===== config.mk =====
export PLATFORM = sky130hd
export DESIGN_NAME = source_comment_stripper_unit
export DESIGN_NICKNAME = d
export VERILOG_FILES = /design/src/design/scs_pkg.sv /design/src/design/scs_ram.sv /design/src/design/scs_lexer.sv /design/src/design/scs_cmd_queue.sv /design/src/design/scs_emitter.sv /design/src/design/source_comment_stripper_unit.sv
export SDC_FILE = /design/constraint.sdc
export NUM_CORES = 1
export LEC_CHECK = 0
export ABC_AREA = 1
export BUFFER_PORTS_ARGS = -buffer_cell sky130_fd_sc_hd__buf_4
export CORE_ASPECT_RATIO = 1.75
export CORE_MARGIN = 3
export CORE_UTILIZATION = 50
export DETAILED_ROUTE_END_ITERATION = 10
export PLACE_DENSITY = 0.67
export SLEW_MARGIN = 20
export SYNTH_ARGS = -nofsm -noshare
export SYNTH_HDL_FRONTEND = slang
export SYNTH_SLANG_ARGS = --single-unit

===== constraint.sdc =====
create_clock -name aclk -period 6.5 [get_ports aclk]
set_input_delay 1.625 -clock aclk [delete_from_list [all_inputs] [get_ports aclk]]
set_output_delay 1.625 -clock aclk [all_outputs]
set_load 0.005 [all_outputs]

===== src/design/scs_pkg.sv =====
// Shared types, constants and helpers for the source comment stripper.
// Used by the lexer front end, the command queue, the emitter and the top level.
// No dependencies.
package scs_pkg;

    // Default depth of the held-whitespace store
    localparam int HOLD_DEPTH_DEF = 32;

    // Depth of the command queue between the lexer and the emitter
    localparam int CMD_DEPTH = 4;

    // Language codes (code 3 is treated as C)
    localparam logic [1:0] LANG_C     = 2'd0;
    localparam logic [1:0] LANG_SHELL = 2'd1;
    localparam logic [1:0] LANG_ASM   = 2'd2;

    // Characters the lexer and emitter look for
    localparam logic [7:0] CH_NL     = 8'h0A;
    localparam logic [7:0] CH_HASH   = 8'h23;
    localparam logic [7:0] CH_SEMI   = 8'h3B;
    localparam logic [7:0] CH_BSLASH = 8'h5C;
    localparam logic [7:0] CH_DQUOTE = 8'h22;
    localparam logic [7:0] CH_STAR   = 8'h2A;
    localparam logic [7:0] CH_SLASH  = 8'h2F;
    localparam logic [7:0] CH_SQUOTE = 8'h27;

    // One command from the lexer: up to three emits in order, then end-of-file work
    typedef struct packed {
        logic       pre_slash;   // emit a deferred slash first
        logic       keep_byte;   // emit the text byte
        logic       post_slash;  // emit a slash still pending at end of file
        logic       file_end;    // run end-of-file flush and clear afterwards
        logic [7:0] text;
    } scs_cmd_t;

    // Whitespace other than newline
    function automatic logic is_ws(input logic [7:0] b);
        return b inside {8'h20, 8'h09, 8'h0B, 8'h0C, 8'h0D};
    endfunction

endpackage


===== src/design/scs_ram.sv =====
// Generic single-write, single-read RAM with registered read data.
// Holds data only; no reset. No dependencies.
module scs_ram #(
    parameter int WIDTH = 8,
    parameter int DEPTH = 32
) (
    input  logic                     aclk,
    input  logic                     wr_en,
    input  logic [$clog2(DEPTH)-1:0] wr_addr,
    input  logic [WIDTH-1:0]         wr_data,
    input  logic                     rd_en,
    input  logic [$clog2(DEPTH)-1:0] rd_addr,
    output logic [WIDTH-1:0]         rd_data
);

    logic [WIDTH-1:0] mem [DEPTH];

    // Write port and registered read port
    always_ff @(posedge aclk) begin
        if (wr_en) begin
            mem[wr_addr] <= wr_data;
        end
        if (rd_en) begin
            rd_data <= mem[rd_addr];
        end
    end

endmodule


===== src/design/scs_lexer.sv =====
// Front end: accepts one text byte per cycle while the command queue has room, tracks
// comment and literal state, and turns each byte into an emit command. Depends on scs_pkg.
module scs_lexer import scs_pkg::*; (
    input  logic       aclk,
    input  logic       aresetn,
    input  logic [1:0] language,
    input  logic       in_valid,
    output logic       in_ready,
    input  logic [7:0] in_text,
    input  logic       in_end,
    input  logic       q_full,
    output logic       push,
    output scs_cmd_t   push_cmd
);

    typedef enum logic [4:0] {
        LX_NORMAL = 5'b00001,
        LX_LINE   = 5'b00010,
        LX_BLOCK  = 5'b00100,
        LX_STRING = 5'b01000,
        LX_CHAR   = 5'b10000
    } lex_state_t;

    lex_state_t lex_reg, lex_next;
    logic       pslash_reg, pslash_next;
    logic       pstar_reg, pstar_next;
    logic       esc_reg, esc_next;
    logic       cmode;
    logic       take_normal;
    logic       accept;
    logic [7:0] close_char;

    assign in_ready = !q_full;
    assign accept   = in_valid && in_ready;
    assign cmode    = (language != LANG_SHELL) && (language != LANG_ASM);

    // Classify the byte against the current lexer state
    always_comb begin
        lex_next    = lex_reg;
        pslash_next = pslash_reg;
        pstar_next  = pstar_reg;
        esc_next    = esc_reg;
        take_normal = 1'b0;
        close_char  = (lex_reg == LX_STRING) ? CH_DQUOTE : CH_SQUOTE;
        push_cmd    = '0;
        push_cmd.text     = in_text;
        push_cmd.file_end = in_end;

        case (lex_reg)
            LX_LINE: begin
                if (in_text == CH_NL) begin
                    lex_next           = LX_NORMAL;
                    push_cmd.keep_byte = 1'b1;
                end
            end
            LX_BLOCK: begin
                if (pstar_reg && in_text == CH_SLASH) begin
                    pstar_next = 1'b0;
                    lex_next   = LX_NORMAL;
                end else begin
                    pstar_next = (in_text == CH_STAR);
                end
            end
            LX_STRING, LX_CHAR: begin
                if (esc_reg) begin
                    // escaped byte is kept in strings, dropped in char literals
                    esc_next           = 1'b0;
                    push_cmd.keep_byte = (lex_reg == LX_STRING);
                end else begin
                    push_cmd.keep_byte = 1'b1;
                    if (in_text == close_char) begin
                        lex_next = LX_NORMAL;
                    end else if (in_text == CH_BSLASH) begin
                        esc_next = 1'b1;
                    end
                end
            end
            default: begin
                lex_next    = LX_NORMAL;
                take_normal = 1'b1;
                // resolve a slash held from the previous byte
                if (pslash_reg) begin
                    pslash_next = 1'b0;
                    if (cmode && in_text == CH_SLASH) begin
                        lex_next    = LX_LINE;
                        take_normal = 1'b0;
                    end else if (cmode && in_text == CH_STAR) begin
                        lex_next    = LX_BLOCK;
                        pstar_next  = 1'b0;
                        take_normal = 1'b0;
                    end else begin
                        push_cmd.pre_slash = 1'b1;
                    end
                end
            end
        endcase

        // Normal text handling
        if (take_normal) begin
            if (esc_reg) begin
                esc_next           = 1'b0;
                push_cmd.keep_byte = 1'b1;
            end else if (in_text == CH_SQUOTE) begin
                lex_next           = LX_CHAR;
                push_cmd.keep_byte = 1'b1;
            end else if (in_text == CH_DQUOTE) begin
                lex_next           = LX_STRING;
                push_cmd.keep_byte = 1'b1;
            end else if (language == LANG_SHELL && in_text == CH_HASH) begin
                lex_next = LX_LINE;
            end else if (language == LANG_SHELL && in_text == CH_BSLASH) begin
                push_cmd.keep_byte = 1'b1;
                esc_next           = 1'b1;
            end else if (language == LANG_ASM && in_text == CH_SEMI) begin
                lex_next = LX_LINE;
            end else if (cmode && in_text == CH_SLASH) begin
                pslash_next = 1'b1;
            end else begin
                push_cmd.keep_byte = 1'b1;
            end
        end

        // End of file: flush a pending slash and return to reset state
        if (in_end) begin
            push_cmd.post_slash = pslash_next;
            lex_next    = LX_NORMAL;
            pslash_next = 1'b0;
            pstar_next  = 1'b0;
            esc_next    = 1'b0;
        end
    end

    // Drop commands that would do nothing in the back end
    assign push = accept && (push_cmd.pre_slash || push_cmd.keep_byte ||
                             push_cmd.post_slash || push_cmd.file_end);

    // Lexer state registers
    always_ff @(posedge aclk) begin
        if (!aresetn) begin
            lex_reg    <= LX_NORMAL;
            pslash_reg <= 1'b0;
            pstar_reg  <= 1'b0;
            esc_reg    <= 1'b0;
        end else if (accept) begin
            lex_reg    <= lex_next;
            pslash_reg <= pslash_next;
            pstar_reg  <= pstar_next;
            esc_reg    <= esc_next;
        end
    end

endmodule


===== src/design/scs_cmd_queue.sv =====
// Short command queue between the lexer and the emitter.
// Depends on scs_pkg for the command type and depth.
module scs_cmd_queue import scs_pkg::*; (
    input  logic     aclk,
    input  logic     aresetn,
    input  logic     push,
    input  scs_cmd_t push_cmd,
    output logic     full,
    input  logic     pop,
    output logic     head_valid,
    output scs_cmd_t head_cmd
);

    localparam int PW = $clog2(CMD_DEPTH);
    localparam int CW = $clog2(CMD_DEPTH + 1);

    scs_cmd_t        entries_reg [CMD_DEPTH];
    logic [PW-1:0]   wr_ptr_reg, wr_ptr_next;
    logic [PW-1:0]   rd_ptr_reg, rd_ptr_next;
    logic [CW-1:0]   count_reg, count_next;

    assign full       = (count_reg == CW'(CMD_DEPTH));
    assign head_valid = (count_reg != '0);
    assign head_cmd   = entries_reg[rd_ptr_reg];

    // Advance pointers with wrap and track occupancy
    always_comb begin
        wr_ptr_next = wr_ptr_reg;
        rd_ptr_next = rd_ptr_reg;
        if (push) begin
            wr_ptr_next = (wr_ptr_reg == PW'(CMD_DEPTH - 1)) ? '0 : wr_ptr_reg + PW'(1);
        end
        if (pop) begin
            rd_ptr_next = (rd_ptr_reg == PW'(CMD_DEPTH - 1)) ? '0 : rd_ptr_reg + PW'(1);
        end
        case ({push, pop})
            2'b10:   count_next = count_reg + CW'(1);
            2'b01:   count_next = count_reg - CW'(1);
            default: count_next = count_reg;
        endcase
    end

    always_ff @(posedge aclk) begin
        if (!aresetn) begin
            wr_ptr_reg <= '0;
            rd_ptr_reg <= '0;
            count_reg  <= '0;
        end else begin
            wr_ptr_reg <= wr_ptr_next;
            rd_ptr_reg <= rd_ptr_next;
            count_reg  <= count_next;
        end
    end

    // Store the payload
    always_ff @(posedge aclk) begin
        if (push) begin
            entries_reg[wr_ptr_reg] <= push_cmd;
        end
    end

endmodule


===== src/design/scs_emitter.sv =====
// Back end: carries out emit commands and, when remove_blank is set, holds leading
// whitespace in a RAM and drops blank lines; drives the output stream. Depends on scs_pkg, scs_ram.
module scs_emitter import scs_pkg::*; #(
    parameter int HOLD_DEPTH = HOLD_DEPTH_DEF
) (
    input  logic       aclk,
    input  logic       aresetn,
    input  logic       remove_blank,
    input  logic       cmd_valid,
    input  scs_cmd_t   cmd_head,
    output logic       cmd_pop,
    output logic       m_tvalid,
    input  logic       m_tready,
    output logic [7:0] m_tdata,
    output logic       m_tlast
);

    localparam int AW = $clog2(HOLD_DEPTH);
    localparam int CW = $clog2(HOLD_DEPTH + 1);
    localparam logic [CW-1:0] DEPTH_CNT = CW'(HOLD_DEPTH);

    typedef enum logic [3:0] {
        ST_FETCH = 4'b0001,
        ST_EMIT  = 4'b0010,
        ST_REL   = 4'b0100,
        ST_PUT   = 4'b1000
    } emit_state_t;

    emit_state_t   state_reg, state_next;
    scs_cmd_t      cmd_reg, cmd_next;
    logic [CW-1:0] held_cnt_reg, held_next;
    logic          lht_reg, lht_next;
    logic [CW-1:0] rd_idx_reg, rd_idx_next;
    logic          rd_pend_reg, rd_pend_next;
    logic          rel_end_reg, rel_end_next;
    logic          pend_valid_reg, pend_valid_next;
    logic [7:0]    pend_data_reg, pend_data_next;
    logic          out_valid_reg, out_valid_next;
    logic [7:0]    out_data_reg, out_data_next;
    logic          out_last_reg, out_last_next;

    logic          adv;
    logic [7:0]    cur_byte;
    logic          any_emit;
    logic [2:0]    mask_after;
    logic          is_nl;
    logic          hold_case;
    logic          needs_rel;
    logic          end_rel;
    logic          finish;
    logic          put_en;
    logic [7:0]    put_data;
    logic          flush_en;
    logic          ram_wr_en;
    logic [AW-1:0] ram_wr_addr;
    logic [7:0]    ram_wr_data;
    logic          ram_rd_en;
    logic [AW-1:0] ram_rd_addr;
    logic [7:0]    ram_rd_data;

    // Held whitespace store
    scs_ram #(
        .WIDTH (8),
        .DEPTH (HOLD_DEPTH)
    ) u_hold_ram (
        .aclk    (aclk),
        .wr_en   (ram_wr_en),
        .wr_addr (ram_wr_addr),
        .wr_data (ram_wr_data),
        .rd_en   (ram_rd_en),
        .rd_addr (ram_rd_addr),
        .rd_data (ram_rd_data)
    );

    // Advance only when the output register can take a beat
    assign adv = !out_valid_reg || m_tready;

    // Decode the current emit of the command
    always_comb begin
        any_emit = cmd_reg.pre_slash || cmd_reg.keep_byte || cmd_reg.post_slash;
        if (cmd_reg.pre_slash) begin
            cur_byte   = CH_SLASH;
            mask_after = {1'b0, cmd_reg.keep_byte, cmd_reg.post_slash};
        end else if (cmd_reg.keep_byte) begin
            cur_byte   = cmd_reg.text;
            mask_after = {2'b00, cmd_reg.post_slash};
        end else begin
            cur_byte   = CH_SLASH;
            mask_after = 3'b000;
        end
        is_nl     = (cur_byte == CH_NL);
        hold_case = !is_nl && remove_blank && !lht_reg && is_ws(cur_byte) &&
                    (held_cnt_reg < DEPTH_CNT);
        needs_rel = is_nl ? (!remove_blank || lht_reg) : !hold_case;
        end_rel   = !(remove_blank && !lht_reg);
    end

    // Sequencer
    always_comb begin
        state_next   = state_reg;
        cmd_next     = cmd_reg;
        held_next    = held_cnt_reg;
        lht_next     = lht_reg;
        rd_idx_next  = rd_idx_reg;
        rd_pend_next = rd_pend_reg;
        rel_end_next = rel_end_reg;
        cmd_pop      = 1'b0;
        ram_wr_en    = 1'b0;
        ram_wr_addr  = held_cnt_reg[AW-1:0];
        ram_wr_data  = cur_byte;
        ram_rd_en    = 1'b0;
        ram_rd_addr  = rd_idx_reg[AW-1:0];
        put_en       = 1'b0;
        put_data     = cur_byte;
        flush_en     = 1'b0;
        finish       = 1'b0;

        if (adv) begin
            case (state_reg)
                ST_FETCH: begin
                    // close the previous item's run and take the next command
                    flush_en = pend_valid_reg;
                    if (cmd_valid) begin
                        cmd_pop    = 1'b1;
                        cmd_next   = cmd_head;
                        state_next = ST_EMIT;
                    end
                end
                ST_EMIT: begin
                    if (any_emit) begin
                        if (needs_rel && held_cnt_reg != '0) begin
                            // start releasing held whitespace before the byte
                            ram_rd_en    = 1'b1;
                            ram_rd_addr  = '0;
                            rd_idx_next  = CW'(1);
                            rd_pend_next = 1'b1;
                            rel_end_next = 1'b0;
                            state_next   = ST_REL;
                        end else begin
                            finish = 1'b1;
                            if (is_nl) begin
                                put_en    = needs_rel;
                                held_next = '0;
                                lht_next  = 1'b0;
                            end else if (hold_case) begin
                                ram_wr_en = 1'b1;
                                held_next = held_cnt_reg + CW'(1);
                            end else begin
                                put_en   = 1'b1;
                                lht_next = 1'b1;
                            end
                        end
                    end else if (cmd_reg.file_end && end_rel && held_cnt_reg != '0) begin
                        // end of file on a line with text: release what is held
                        ram_rd_en    = 1'b1;
                        ram_rd_addr  = '0;
                        rd_idx_next  = CW'(1);
                        rd_pend_next = 1'b1;
                        rel_end_next = 1'b1;
                        state_next   = ST_REL;
                    end else begin
                        if (cmd_reg.file_end) begin
                            held_next = '0;
                            lht_next  = 1'b0;
                        end
                        state_next = ST_FETCH;
                    end
                end
                ST_REL: begin
                    // one held byte out per cycle while the output can take a beat, next read issued alongside
                    if (rd_pend_reg) begin
                        put_en   = 1'b1;
                        put_data = ram_rd_data;
                    end
                    if (rd_idx_reg < held_cnt_reg) begin
                        ram_rd_en    = 1'b1;
                        rd_idx_next  = rd_idx_reg + CW'(1);
                        rd_pend_next = 1'b1;
                    end else begin
                        rd_pend_next = 1'b0;
                        held_next    = '0;
                        if (rel_end_reg) begin
                            lht_next   = 1'b0;
                            state_next = ST_FETCH;
                        end else begin
                            state_next = ST_PUT;
                        end
                    end
                end
                ST_PUT: begin
                    // byte that follows a release
                    put_en   = 1'b1;
                    lht_next = !is_nl;
                    finish   = 1'b1;
                end
                default: begin
                    state_next = ST_FETCH;
                end
            endcase
        end

        // Retire the current emit and pick where to go
        if (finish) begin
            cmd_next.pre_slash  = mask_after[2];
            cmd_next.keep_byte  = mask_after[1];
            cmd_next.post_slash = mask_after[0];
            state_next = (mask_after == 3'b000 && !cmd_reg.file_end) ? ST_FETCH : ST_EMIT;
        end
    end

    // Output staging: a beat is held in the pending register until it is known to be last or not
    always_comb begin
        pend_valid_next = pend_valid_reg;
        pend_data_next  = pend_data_reg;
        out_valid_next  = out_valid_reg && !m_tready;
        out_data_next   = out_data_reg;
        out_last_next   = out_last_reg;
        if (put_en) begin
            if (pend_valid_reg) begin
                out_valid_next = 1'b1;
                out_data_next  = pend_data_reg;
                out_last_next  = 1'b0;
            end
            pend_valid_next = 1'b1;
            pend_data_next  = put_data;
        end else if (flush_en) begin
            out_valid_next  = 1'b1;
            out_data_next   = pend_data_reg;
            out_last_next   = 1'b1;
            pend_valid_next = 1'b0;
        end
    end

    // Control registers and the current command
    always_ff @(posedge aclk) begin
        if (!aresetn) begin
            state_reg      <= ST_FETCH;
            held_cnt_reg   <= '0;
            lht_reg        <= 1'b0;
            rd_idx_reg     <= '0;
            rd_pend_reg    <= 1'b0;
            rel_end_reg    <= 1'b0;
            pend_valid_reg <= 1'b0;
            out_valid_reg  <= 1'b0;
            cmd_reg.pre_slash  <= 1'b0;
            cmd_reg.keep_byte  <= 1'b0;
            cmd_reg.post_slash <= 1'b0;
            cmd_reg.file_end   <= 1'b0;
        end else begin
            state_reg      <= state_next;
            held_cnt_reg   <= held_next;
            lht_reg        <= lht_next;
            rd_idx_reg     <= rd_idx_next;
            rd_pend_reg    <= rd_pend_next;
            rel_end_reg    <= rel_end_next;
            pend_valid_reg <= pend_valid_next;
            out_valid_reg  <= out_valid_next;
            cmd_reg        <= cmd_next;
        end
    end

    // Payload registers
    always_ff @(posedge aclk) begin
        pend_data_reg <= pend_data_next;
        out_data_reg  <= out_data_next;
        out_last_reg  <= out_last_next;
    end

    assign m_tvalid = out_valid_reg;
    assign m_tdata  = out_data_reg;
    assign m_tlast  = out_last_reg;

    // Held count never passes the store depth
    a_held_bound: assert property (@(posedge aclk) disable iff (!aresetn)
        held_cnt_reg <= DEPTH_CNT)
        else $error("held whitespace count exceeds store depth");

    // Whitespace is only held on a line without text
    a_held_no_text: assert property (@(posedge aclk) disable iff (!aresetn)
        (held_cnt_reg != '0) |-> !lht_reg)
        else $error("whitespace held on a line that already has text");

    // RAM read data is only outstanding during a release
    a_rd_in_rel: assert property (@(posedge aclk) disable iff (!aresetn)
        rd_pend_reg |-> (state_reg == ST_REL))
        else $error("read outstanding outside release");

    // Closing a run puts a last beat on the output
    a_flush_last: assert property (@(posedge aclk) disable iff (!aresetn)
        (state_reg == ST_FETCH && adv && pend_valid_reg) |=> (m_tvalid && m_tlast))
        else $error("run end did not produce a last beat");

endmodule


===== src/design/source_comment_stripper_unit.sv =====
// Source comment stripper: takes one text byte per beat (tlast marks end of file)
// and returns the text with comments removed, optionally with blank lines dropped.
// Depends on scs_pkg, scs_lexer, scs_cmd_queue, scs_emitter and scs_ram.
//
// The lexer front end takes a byte every cycle while its four-entry command queue
// has room; bytes inside comments cost nothing further. In the emitter each byte
// that yields a command (a kept or held byte, or the end of the file) passes a
// command fetch and an emit step, plus a further emit for each slash emitted
// with it. A byte that releases held whitespace first reads the held bytes out
// one a cycle through the store's registered read port while the output can
// take a beat, then emits its own byte; an end-of-file beat releases held bytes
// before fetch. Held whitespace needs no clearing pass after reset. The last
// beat of the results of one input byte carries m_tlast, and a byte that yields
// no result produces no beat. Registers: language at 0x0 (0 C/C++, 1 shell,
// 2 assembler, 3 as C), remove_blank at 0x4; write them only while idle.
module source_comment_stripper_unit import scs_pkg::*; #(
    parameter int HOLD_DEPTH = HOLD_DEPTH_DEF
) (
    input  logic        aclk,
    input  logic        aresetn,
    // input stream
    input  logic        s_tvalid,
    output logic        s_tready,
    input  logic [7:0]  s_tdata,   // [7:0] text_byte
    input  logic        s_tlast,   // file_end
    // result stream
    output logic        m_tvalid,
    input  logic        m_tready,
    output logic [7:0]  m_tdata,   // [7:0] kept_byte
    output logic        m_tlast,   // run_last
    // register port
    input  logic        psel,
    input  logic        penable,
    input  logic        pwrite,
    input  logic [2:0]  paddr,
    input  logic [31:0] pwdata,
    output logic [31:0] prdata,
    output logic        pready
);

    localparam logic REG_LANGUAGE     = 1'b0;
    localparam logic REG_REMOVE_BLANK = 1'b1;

    logic       rd_language;
    logic [1:0] language_val_reg;
    logic       remove_blank_reg;
    logic       cfg_write;
    logic       q_full;
    logic       q_push;
    scs_cmd_t   q_push_cmd;
    logic       q_pop;
    logic       q_head_valid;
    scs_cmd_t   q_head_cmd;

    // Register port
    assign pready      = 1'b1;
    assign cfg_write   = psel && penable && pwrite && pready;
    assign rd_language = (paddr[2] == REG_LANGUAGE);

    always_ff @(posedge aclk) begin
        if (!aresetn) begin
            language_val_reg <= LANG_C;
            remove_blank_reg <= 1'b1;
        end else if (cfg_write) begin
            if (paddr[2] == REG_REMOVE_BLANK) begin
                remove_blank_reg <= pwdata[0];
            end else begin
                language_val_reg <= pwdata[1:0];
            end
        end
    end

    assign prdata = rd_language ? {30'd0, language_val_reg} : {31'd0, remove_blank_reg};

    // Front end
    scs_lexer u_lexer (
        .aclk     (aclk),
        .aresetn  (aresetn),
        .language (language_val_reg),
        .in_valid (s_tvalid),
        .in_ready (s_tready),
        .in_text  (s_tdata),
        .in_end   (s_tlast),
        .q_full   (q_full),
        .push     (q_push),
        .push_cmd (q_push_cmd)
    );

    // Queue between front and back
    scs_cmd_queue u_queue (
        .aclk       (aclk),
        .aresetn    (aresetn),
        .push       (q_push),
        .push_cmd   (q_push_cmd),
        .full       (q_full),
        .pop        (q_pop),
        .head_valid (q_head_valid),
        .head_cmd   (q_head_cmd)
    );

    // Back end
    scs_emitter #(
        .HOLD_DEPTH (HOLD_DEPTH)
    ) u_emitter (
        .aclk         (aclk),
        .aresetn      (aresetn),
        .remove_blank (remove_blank_reg),
        .cmd_valid    (q_head_valid),
        .cmd_head     (q_head_cmd),
        .cmd_pop      (q_pop),
        .m_tvalid     (m_tvalid),
        .m_tready     (m_tready),
        .m_tdata      (m_tdata),
        .m_tlast      (m_tlast)
    );

endmodule

==> results.toml, run 1 <==
[clocking]
clk_pin_slew_ns = 0.06
cts_tree = "done"
post-cts-setup-buffers = 0
cts_sinks = 382
post_cts_resized = 0
max-clock-path-buffers = 3
cts_root_buf = "clkbuf_16"
cts_buffers = 34
postCtsHoldBufs = 0
h-tree-depth = 2
clock_latency_ns = 0.53

[synthesis]
ys_ff_latch = 382
synth_cell_type_count = 45
syn_area_um2 = 17400
synthArstFlopShare_pct = 0
yosys.area.top_type_share_pct = 58.3
syn_avg_cell_area_um2 = 10.4
seq_area_frac_synth_pct = 63.4
ys_top_cells_by_count = "edfxtp_1, nand3_1, inv_1"
synth_area_leaders = "edfxtp_1, nand3_1, dfxtp_1, inv_1, nand2_1"
yosys_warnings = 0
synth_top_cell_by_area = "edfxtp_1"
synthCells = 1663
synth-edff-count = 337
yosysMostFrequentCell = "edfxtp_1"
synth_ff_type = "edfxtp_1"

[route]
dr_wl_met3_um = 1910
antenna_left = 0
drc = 0
drt_iter0_markers = 987
wl_per_cell_um = 19.3
wl_met2_um = 23300
routedLengthMet1_um = 14300
wirelength_um = 41600
drt-pass1-iter-count = 5
avgViaCountPerCell = 5.55
routed.top_layer = "met4"
vias = 11900

[global_route]
groute.usage.overall_pct = 22.2
antenna_found_initial = 0
grt_pass1_vias = 11600
grt-ovfl-total = 0
grt_pass1_wl_um = 64200
grt_max_degree = 91

[power_and_ir_drop]
power_switching_w = 0.00143
p_leak_nw = 7.24
p_per_area_nw_per_um2 = 296
finalPower_w = 0.00560
seqPwrFrac_pct = 52.3
internal_power_w = 0.00417
p_sw_share_pct = 25.6
p_comb_share_pct = 12.4
pwr-share-clk_pct = 35.3
vdd_ir_drop_max_uv = 329

[sta]
slew_headroom_pct = 31.0
setup_ws_ns = 2.19
slew_viol_final = 0
tightest_slew_ns = 1.03
skew_ns = 0.0252
rsz0062_at_grt = "false"
hold_viol = 0
whs_ns = 0.420
fmaxAchievable_mhz = 232
final.setup.tns_ns = 0
min_period_over_period_pct = 66.3
period_minus_slack_ns = 4.31
setup_viol = 0

[worst_setup_path]
critical_path.startpoint = "s_tdata[6]"
cp-end-kind = "register"
start_kind = "input pin"
rr_startpoint = "u_emitter.cmd_reg[10]$_SDFFE_PN0P_"
crit_required_ns = 6.89
arrival_ns = 4.70
critPathKind = "input pin to register"
worst-path-max-fanout = 9

[floorplanning]
rows = 89
num_io_pins = 95
start_util_pct = 51.1
die_area_um2 = 37100
die_height_um = 253
core_area_um2 = 34000
die_x_um = 147

[cells_and_area]
fin_nets = 1743
largest_reg_flops = 256
final_util_pct = 55.7
layout-drive-gt1-share_pct = 9.96
fillerInstances = 2913
diodes = 0
area_growth_syn_to_layout_pct = 8.82

[placement]
place_ws_ns = 1.65
portBuffers = 31
place_congestion = 0.924
dp_hpwl_um = 27300

[flow_run]
cap_violations = 0

[outcome]
status = "finished clean"

[min_path]
hp-start = "u_emitter.pend_data_reg[5]$_DFFE_PP_"
min_path_type = "register to register"
## metrics by stage
stage / area [um^2] / std cells
5_1_grt: 18900 / 2151
4_1_cts: 18900 / 2151
2_1_floorplan: 17500 / 1692
3_5_place_dp: 17800 / 2092
3_3_place_gp: 17800 / 2092
6_report: 18900 / 2151
## routing by layer
| metal | GRT usage (%) | up-vias |
|---|---|---|
| li1 | - | 5698 |
| met1 | 23.3 | 5747 |
| met2 | 43.3 | 386 |
| met3 | 2.46 | 103 |
| met4 | 10.9 | 0 |
| met5 | 0 | - |
## kinds of logic after synthesis
group,synth area share [%]
AO/OA/AOI/OAI,6.24
XOR/XNOR,0.0504
adder cells (fa/ha/maj),1.41
buffers and inverters,8.31
flip-flops,63.4
other,0.0432
AND/OR/NAND/NOR,20.5
## path summary, 6_finish.rpt
check | to | slack, ns | cells past startpoint
setup / recovery | u_queue.count_reg[2]$_SDFFE_PN0P_ | 2.19 | 21
hold / removal | u_emitter.m_tdata[5]$_DFFE_PP_ | 0.42 | 0
setup reg to reg | u_emitter.u_hold_ram.mem[31][4]$_DFFE_PP_ | 2.40 | 11
hold reg to reg | u_emitter.m_tdata[5]$_DFFE_PP_ | 0.42 | 0
## placed cells by master, fill, tap and decap left out, types with 2 or more instances in the layout
cell type,n
o2111ai_1,33
nand3b_1,32
dfxtp_1,44
nor3b_1,4
nand3_1,269
a31oi_1,8
a21oi_1,39
o22ai_1,14
nor3_1,20
inv_1,212
clkinv_2,3
nand2_1,207
nor3_2,3
bufinv_16,3
inv_2,6
nor2_2,7
conb_1,31
ha_1,18
o21ai_0,66
edfxtp_1,337
o31ai_1,2
clkinv_1,8
nand2_2,6
buf_4,48
o221ai_1,3
or2_2,49
a211oi_1,2
nand4_1,5
clkbuf_1,10
nor4_1,7
nor2_1,146
clkbuf_16,35
## worst max-delay path, stage by stage
cell and delay [ns]:
buf_4 0.15, nor2_1 0.12, nand3_1 0.18, inv_1 0.14, nand3_1 0.10, nor2_1 0.15
nand2_1 0.09, nand2_1 0.09, nor2_1 0.10, nand2_1 0.09, nand2_1 0.15, nor2_1 0.13
nand2_1 0.06, nand2_1 0.30, ha_1 0.23, inv_1 0.08, fa_1 0.44, a21oi_1 0.14
o21ai_0 0.12, o21ai_0 0.16, a21oi_1 0.05
## power by group through the flow
stage / Sequential [W] / Combinational, W / Clock [W]
floorplan: 0.00295 / 0.000479 / 0
global placement: 0.00298 / 0.000671 / 0
detailed placement: 0.00298 / 0.000698 / 0
CTS: 0.00293 / 0.000700 / 0.00201
global route: 0.00294 / 0.000780 / 0.00209
finish: 0.00293 / 0.000692 / 0.00198
## final cells by class
class | instances | area, um^2 | area share (%)
clock buffers | 46 | 927 | 4.90
clock inverters | 13 | 140 | 0.741
inverters | 221 | 830 | 4.39
flip-flops and latches | 382 | 11000 | 58.3
multi-input cells | 985 | 5030 | 26.6
well taps | 455 | 569 | 3.01
repair buffers | 49 | 380 | 2.01
Note: power is estimated with default switching activity, not from simulation.
==> run 2, diff against run 1 <==
PLACE_DENSITY = 0.7   (was 0.67)
clock period = 3.6 ns   (was 6.5 ns; I/O delays follow)
==> results.toml, run 2 (synthesis gave the netlist of run 1 again) <==
[sta]
final.setup.tns_ns = 0
hold_viol = 0
skew_ns = 0.0167
setup_ws_ns = 0.234
slew_viol_final = 0
slew_headroom_pct = 42.1
period_minus_slack_ns = 3.37
min_period_over_period_pct = 93.5
rsz0062_at_grt = "false"
setup_viol = 0
fmaxAchievable_mhz = 297
tightest_slew_ns = 0.866

[power_and_ir_drop]
finalPower_w = 0.0103
seqPwrFrac_pct = 51.0
p_sw_share_pct = 25.7
power_switching_w = 0.00266
p_per_area_nw_per_um2 = 526
p_leak_nw = 7.73
pwr-share-clk_pct = 35.7
internal_power_w = 0.00768
vdd_ir_drop_max_uv = 635
p_comb_share_pct = 13.3

[route]
wl_per_cell_um = 19.4
antenna_left = 0
drc = 0
drt-pass1-iter-count = 5
vias = 12300
avgViaCountPerCell = 5.50
wirelength_um = 43200
drt_iter0_markers = 864

[placement]
dp_hpwl_um = 29600
dp_cells = 2171
portBuffers = 31
place_congestion = 0.891
place_area_um2 = 18500
place_ws_ns = 0.0846

[cells_and_area]
final_cell_mix = "edfxtp_1, nand3_1, inv_1, nand2_1, nor2_1"
final_common_cell = "edfxtp_1"
layout-drive-gt1-share_pct = 14.2
seq_area_um2 = 11000
fillerInstances = 2827
diodes = 0
multi_input_comb_area_um2 = 5030
fin_nets = 1821
area_growth_syn_to_layout_pct = 13.1
largest_reg_flops = 256
fin_cells = 2231
final_area_um2 = 19600

[global_route]
antenna_found_initial = 0
grt_pass1_vias = 12400
grt_pass1_wl_um = 66700
grt-ovfl-total = 0
groute.usage.overall_pct = 23.0
grt_max_degree = 63

[clocking]
max-clock-path-buffers = 3
h-tree-depth = 1
clock_latency_ns = 0.59
cts_tree = "done"
postCtsHoldBufs = 0
cts_sinks = 382
clk_pin_slew_ns = 0.07
cts_buffers = 31
cts_root_buf = "clkbuf_16"

[min_path]
min_path_type = "register to register"

[floorplanning]
core_area_um2 = 34000
rows = 89
die_height_um = 253
die_x_um = 147
start_util_pct = 51.1
die_area_um2 = 37100
num_io_pins = 95

[worst_setup_path]
cp-end-kind = "register"
arrival_ns = 3.82
critPathKind = "register to register"
worst-path-max-fanout = 46
crit_required_ns = 4.05
start_kind = "register"

[outcome]
status = "finished clean"

[flow_run]
cap_violations = 0
[run 2: changes by cell type in the layout (fill, tap and decap cells not counted), moves of 3 or more]
cell       previous run  this run
buf_4                48       122
buf_12                1         8
clkbuf_1             10         3
clkinv_2              3        10
nor2_1              146       150
nor2_2                7         3
bufinv_16             3         6
[run 2: routing by layer]
metal	track usage, %	wire length [um]	share of wire, %
met3	2.05	1870	4.3
met4	15.6	3150	7.3
met5	0	0	0
met2	44.5	23800	55
met1	22.9	14400	33
[run 2: path summary, 6_finish.rpt]
check,cells past startpoint,from,to,slack [ns]
worst max-delay path,18,u_emitter.cmd_reg[11]$_SDFFE_PN0P_,u_emitter.u_hold_ram.rd_data[2]$_DFFE_PP_,0.23
worst min-delay path,0,u_emitter.pend_data_reg[2]$_DFFE_PP_,u_emitter.m_tdata[2]$_DFFE_PP_,0.42
worst max register to register,18,u_emitter.cmd_reg[11]$_SDFFE_PN0P_,u_emitter.u_hold_ram.rd_data[2]$_DFFE_PP_,0.23
worst min register to register,0,u_emitter.pend_data_reg[2]$_DFFE_PP_,u_emitter.m_tdata[2]$_DFFE_PP_,0.42
[run 2: per-stage QoR]
step                utilization [%]  hold slack, ns
floorplan                         -           0.400
global placement               54.5           0.406
detailed placement             54.5           0.407
CTS                            57.8           0.422
global route                   57.8           0.426
finish                         57.8           0.420
[run 2: layout make-up]
class	instances	area share [%]
Tap cell	455	2.90
Clock inverter	22	1.41
Inverter	221	4.22
Sequential cell	382	56.1
Multi-Input combinational cell	985	25.6
Timing Repair Buffer	130	5.48
Clock buffer	36	4.26
[run 2: critical path, stage by stage, from the launching register on]
cell and delay (ns):
dfxtp_1 0.50, inv_2 0.12, nand2_1 0.14, nor2_1 0.10
nor2_1 0.29, nand3_1 0.18, nand2_1 0.11, inv_2 0.06
nand2_4 0.08, nand4_4 0.23, buf_4 0.27, nand2_2 0.10
buf_12 0.24, nand3_1 0.12, nand3_1 0.10, nand3_1 0.27
nand2_1 0.13, nand2_1 0.05, nand2_1 0.10
[run 2: power groups by stage]
stage / sequential, W / combinational, W / clock (W)
detailed placement: 0.00537 / 0.00138 / 0
finish: 0.00528 / 0.00137 / 0.00369
global placement: 0.00536 / 0.00133 / 0
CTS: 0.00528 / 0.00139 / 0.00374
floorplan: 0.00533 / 0.000865 / 0
global route: 0.00529 / 0.00153 / 0.00390
[run 2: what timing repair did]
| item | in CTS | in global routing |
|---|---|---|
| setup endpoints to repair | 0 | 8 |
| gates resized for setup | 0 | 1 |
| buffers inserted | 0 | 2 |
==> run 3, diff against run 2 <==
HOLD_SLACK_MARGIN = 0.15   (was default)
SETUP_SLACK_MARGIN = 0.5   (was default)
==> results.toml, run 3 (synthesis gave the netlist of run 1 again) <==
[min_path]
hp-start = "u_emitter.pend_data_reg[7]$_DFFE_PP_"
whs_path_depth = 0
min_path_type = "register to register"
hold-path-endpoint = "u_emitter.m_tdata[7]$_DFFE_PP_"

[route]
antenna_left = 0
wl_per_cell_um = 19.0
drt_iter0_markers = 964
wirelength_um = 41900
drt-pass1-iter-count = 5
avgViaCountPerCell = 5.50
drc = 0
vias = 12100

[worst_setup_path]
worst_r2r_path_depth = 19
arrival_ns = 3.36
cp-end-kind = "register"
cpMaxStageDelayCell = "dfxtp_4"
crit_buf_inv = 4
r2r_slack_ns = 0.57
crit_required_ns = 3.92
rr_startpoint = "u_emitter.cmd_reg[10]$_SDFFE_PN0P_"
crit_path_frequent_cell = "nand2_1"
crit_family = "simple AND/OR/NAND/NOR gates"
r2r_end = "u_emitter.u_hold_ram.rd_data[6]$_DFFE_PP_"
slowest_delay_ns = 0.41
path_cells = "inv_2, nor2_4, nand2_1, nor2_2, nand3_1, nand2_1, inv_2, nand2_4, nand4_4, buf_12, nand2_2, buf_4, nor2_1, o21ai_0, nand3_1, nand3_1, nand2_1, nand2_1, nand2_1"
path_depth = 19
critPathKind = "register to register"
start_kind = "register"
worst-path-max-fanout = 26

[sta]
slew_viol_final = 0
period_minus_slack_ns = 3.03
final.setup.tns_ns = 0
slew_headroom_pct = 25.2
skew_ns = 0.0174
fmaxAchievable_mhz = 330
hold_viol = 0
setup_viol = 0
rsz0062_at_grt = "true"
tightest_slew_ns = 1.12
min_period_over_period_pct = 84.3

[cells_and_area]
area_growth_syn_to_layout_pct = 12.5
diodes = 0
final_common_cell = "edfxtp_1"
final_util_pct = 57.6
largest_reg_flops = 256
final_cell_mix = "edfxtp_1, nand3_1, inv_1, nand2_1, nor2_1"
fin_cells = 2207
fillerInstances = 2801
layout-drive-gt1-share_pct = 14.8
fin_nets = 1797
final_area_um2 = 19500

[clocking]
max-clock-path-buffers = 3
h-tree-depth = 1
clock_latency_ns = 0.57
clk_pin_slew_ns = 0.07
cts_sinks = 382
cts_tree = "done"
cts_buffers = 31
cts_root_buf = "clkbuf_16"
postCtsHoldBufs = 0

[placement]
place_area_um2 = 18300
dp_cells = 2141
dp_hpwl_um = 28500
portBuffers = 31
place_congestion = 0.897

[global_route]
grt_max_degree = 71
grt_pass1_vias = 12100
antenna_found_initial = 0
groute.usage.overall_pct = 22.2
grt_pass1_wl_um = 64500
grt-ovfl-total = 0

[power_and_ir_drop]
p_per_area_nw_per_um2 = 514
p_leak_nw = 7.56
vdd_ir_drop_max_uv = 525

[floorplanning]
die_x_um = 147
start_util_pct = 51.1
core_area_um2 = 34000
die_height_um = 253
die_area_um2 = 37100
rows = 89
num_io_pins = 95

[flow_run]
cap_violations = 0

[outcome]
status = "finished clean"
## run 3: repair_timing
action                                  4_1_cts  5_1_grt
pin swaps                                     1        2
gates resized for setup                      16       21
cloned                                        1        0
endpoints found under the setup margin      122       93
buffers inserted                              4        3
## run 3: where the power goes
part | switching [W] | leakage [nW] | total (W) | internal [W]
registers | 0.000120 | 3.38 | 0.00529 | 0.00517
logic | 0.000947 | 3.69 | 0.00134 | 0.000394
clock network | 0.00155 | 0.486 | 0.00342 | 0.00188
total | 0.00261 | 7.56 | 0.0101 | 0.00744
## run 3: stage by stage
stage	total power [W]	hold WS, ns	setup WS (ns)
2_1_floorplan	0.00621	0.400	0.511
3_3_place_gp	0.00663	0.410	0.124
3_5_place_dp	0.00669	0.407	0.0862
4_1_cts	0.0101	0.421	0.488
5_1_grt	0.0104	0.430	0.407
6_report	0.0101	0.419	0.565
## run 3: how the worst max path moves through the flow
stage / startpoint / to / slack [ns]
3_3_place_gp: s_tdata[1] / u_queue.count_reg[2]$_SDFFE_PN0P_ / 0.12
2_1_floorplan: s_tdata[7] / u_queue.count_reg[2]$_SDFFE_PN0P_ / 0.51
6_report: u_emitter.cmd_reg[10]$_SDFFE_PN0P_ / u_emitter.u_hold_ram.rd_data[6]$_DFFE_PP_ / 0.57
3_5_place_dp: u_emitter.cmd_reg[10]$_SDFFE_PN0P_ / u_emitter.u_hold_ram.rd_data[0]$_DFFE_PP_ / 0.09
4_1_cts: u_emitter.cmd_reg[10]$_SDFFE_PN0P_ / u_emitter.u_hold_ram.rd_data[4]$_DFFE_PP_ / 0.49
5_1_grt: u_lexer.lex_reg[3]$_SDFFE_PN0P_ / u_queue.count_reg[2]$_SDFFE_PN0P_ / 0.41
## run 3: layout make-up
type	instances	area (um^2)	share of cell area [%]
Sequential cell	382	11000	56.4
Clock inverter	25	249	1.27
Clock buffer	33	783	4.01
Multi-Input combinational cell	985	5170	26.4
Tap cell	455	569	2.91
Timing Repair Buffer	106	915	4.68
Inverter	221	833	4.26
## run 3: routing by layer
metal  GRT usage [%]  wire, um  up-vias
met5               0         0        -
li1                -         -     5796
met2            42.9     23100      435
met1            22.3     14000     5778
met4            14.2      2870        0
met3            2.33      1910      121
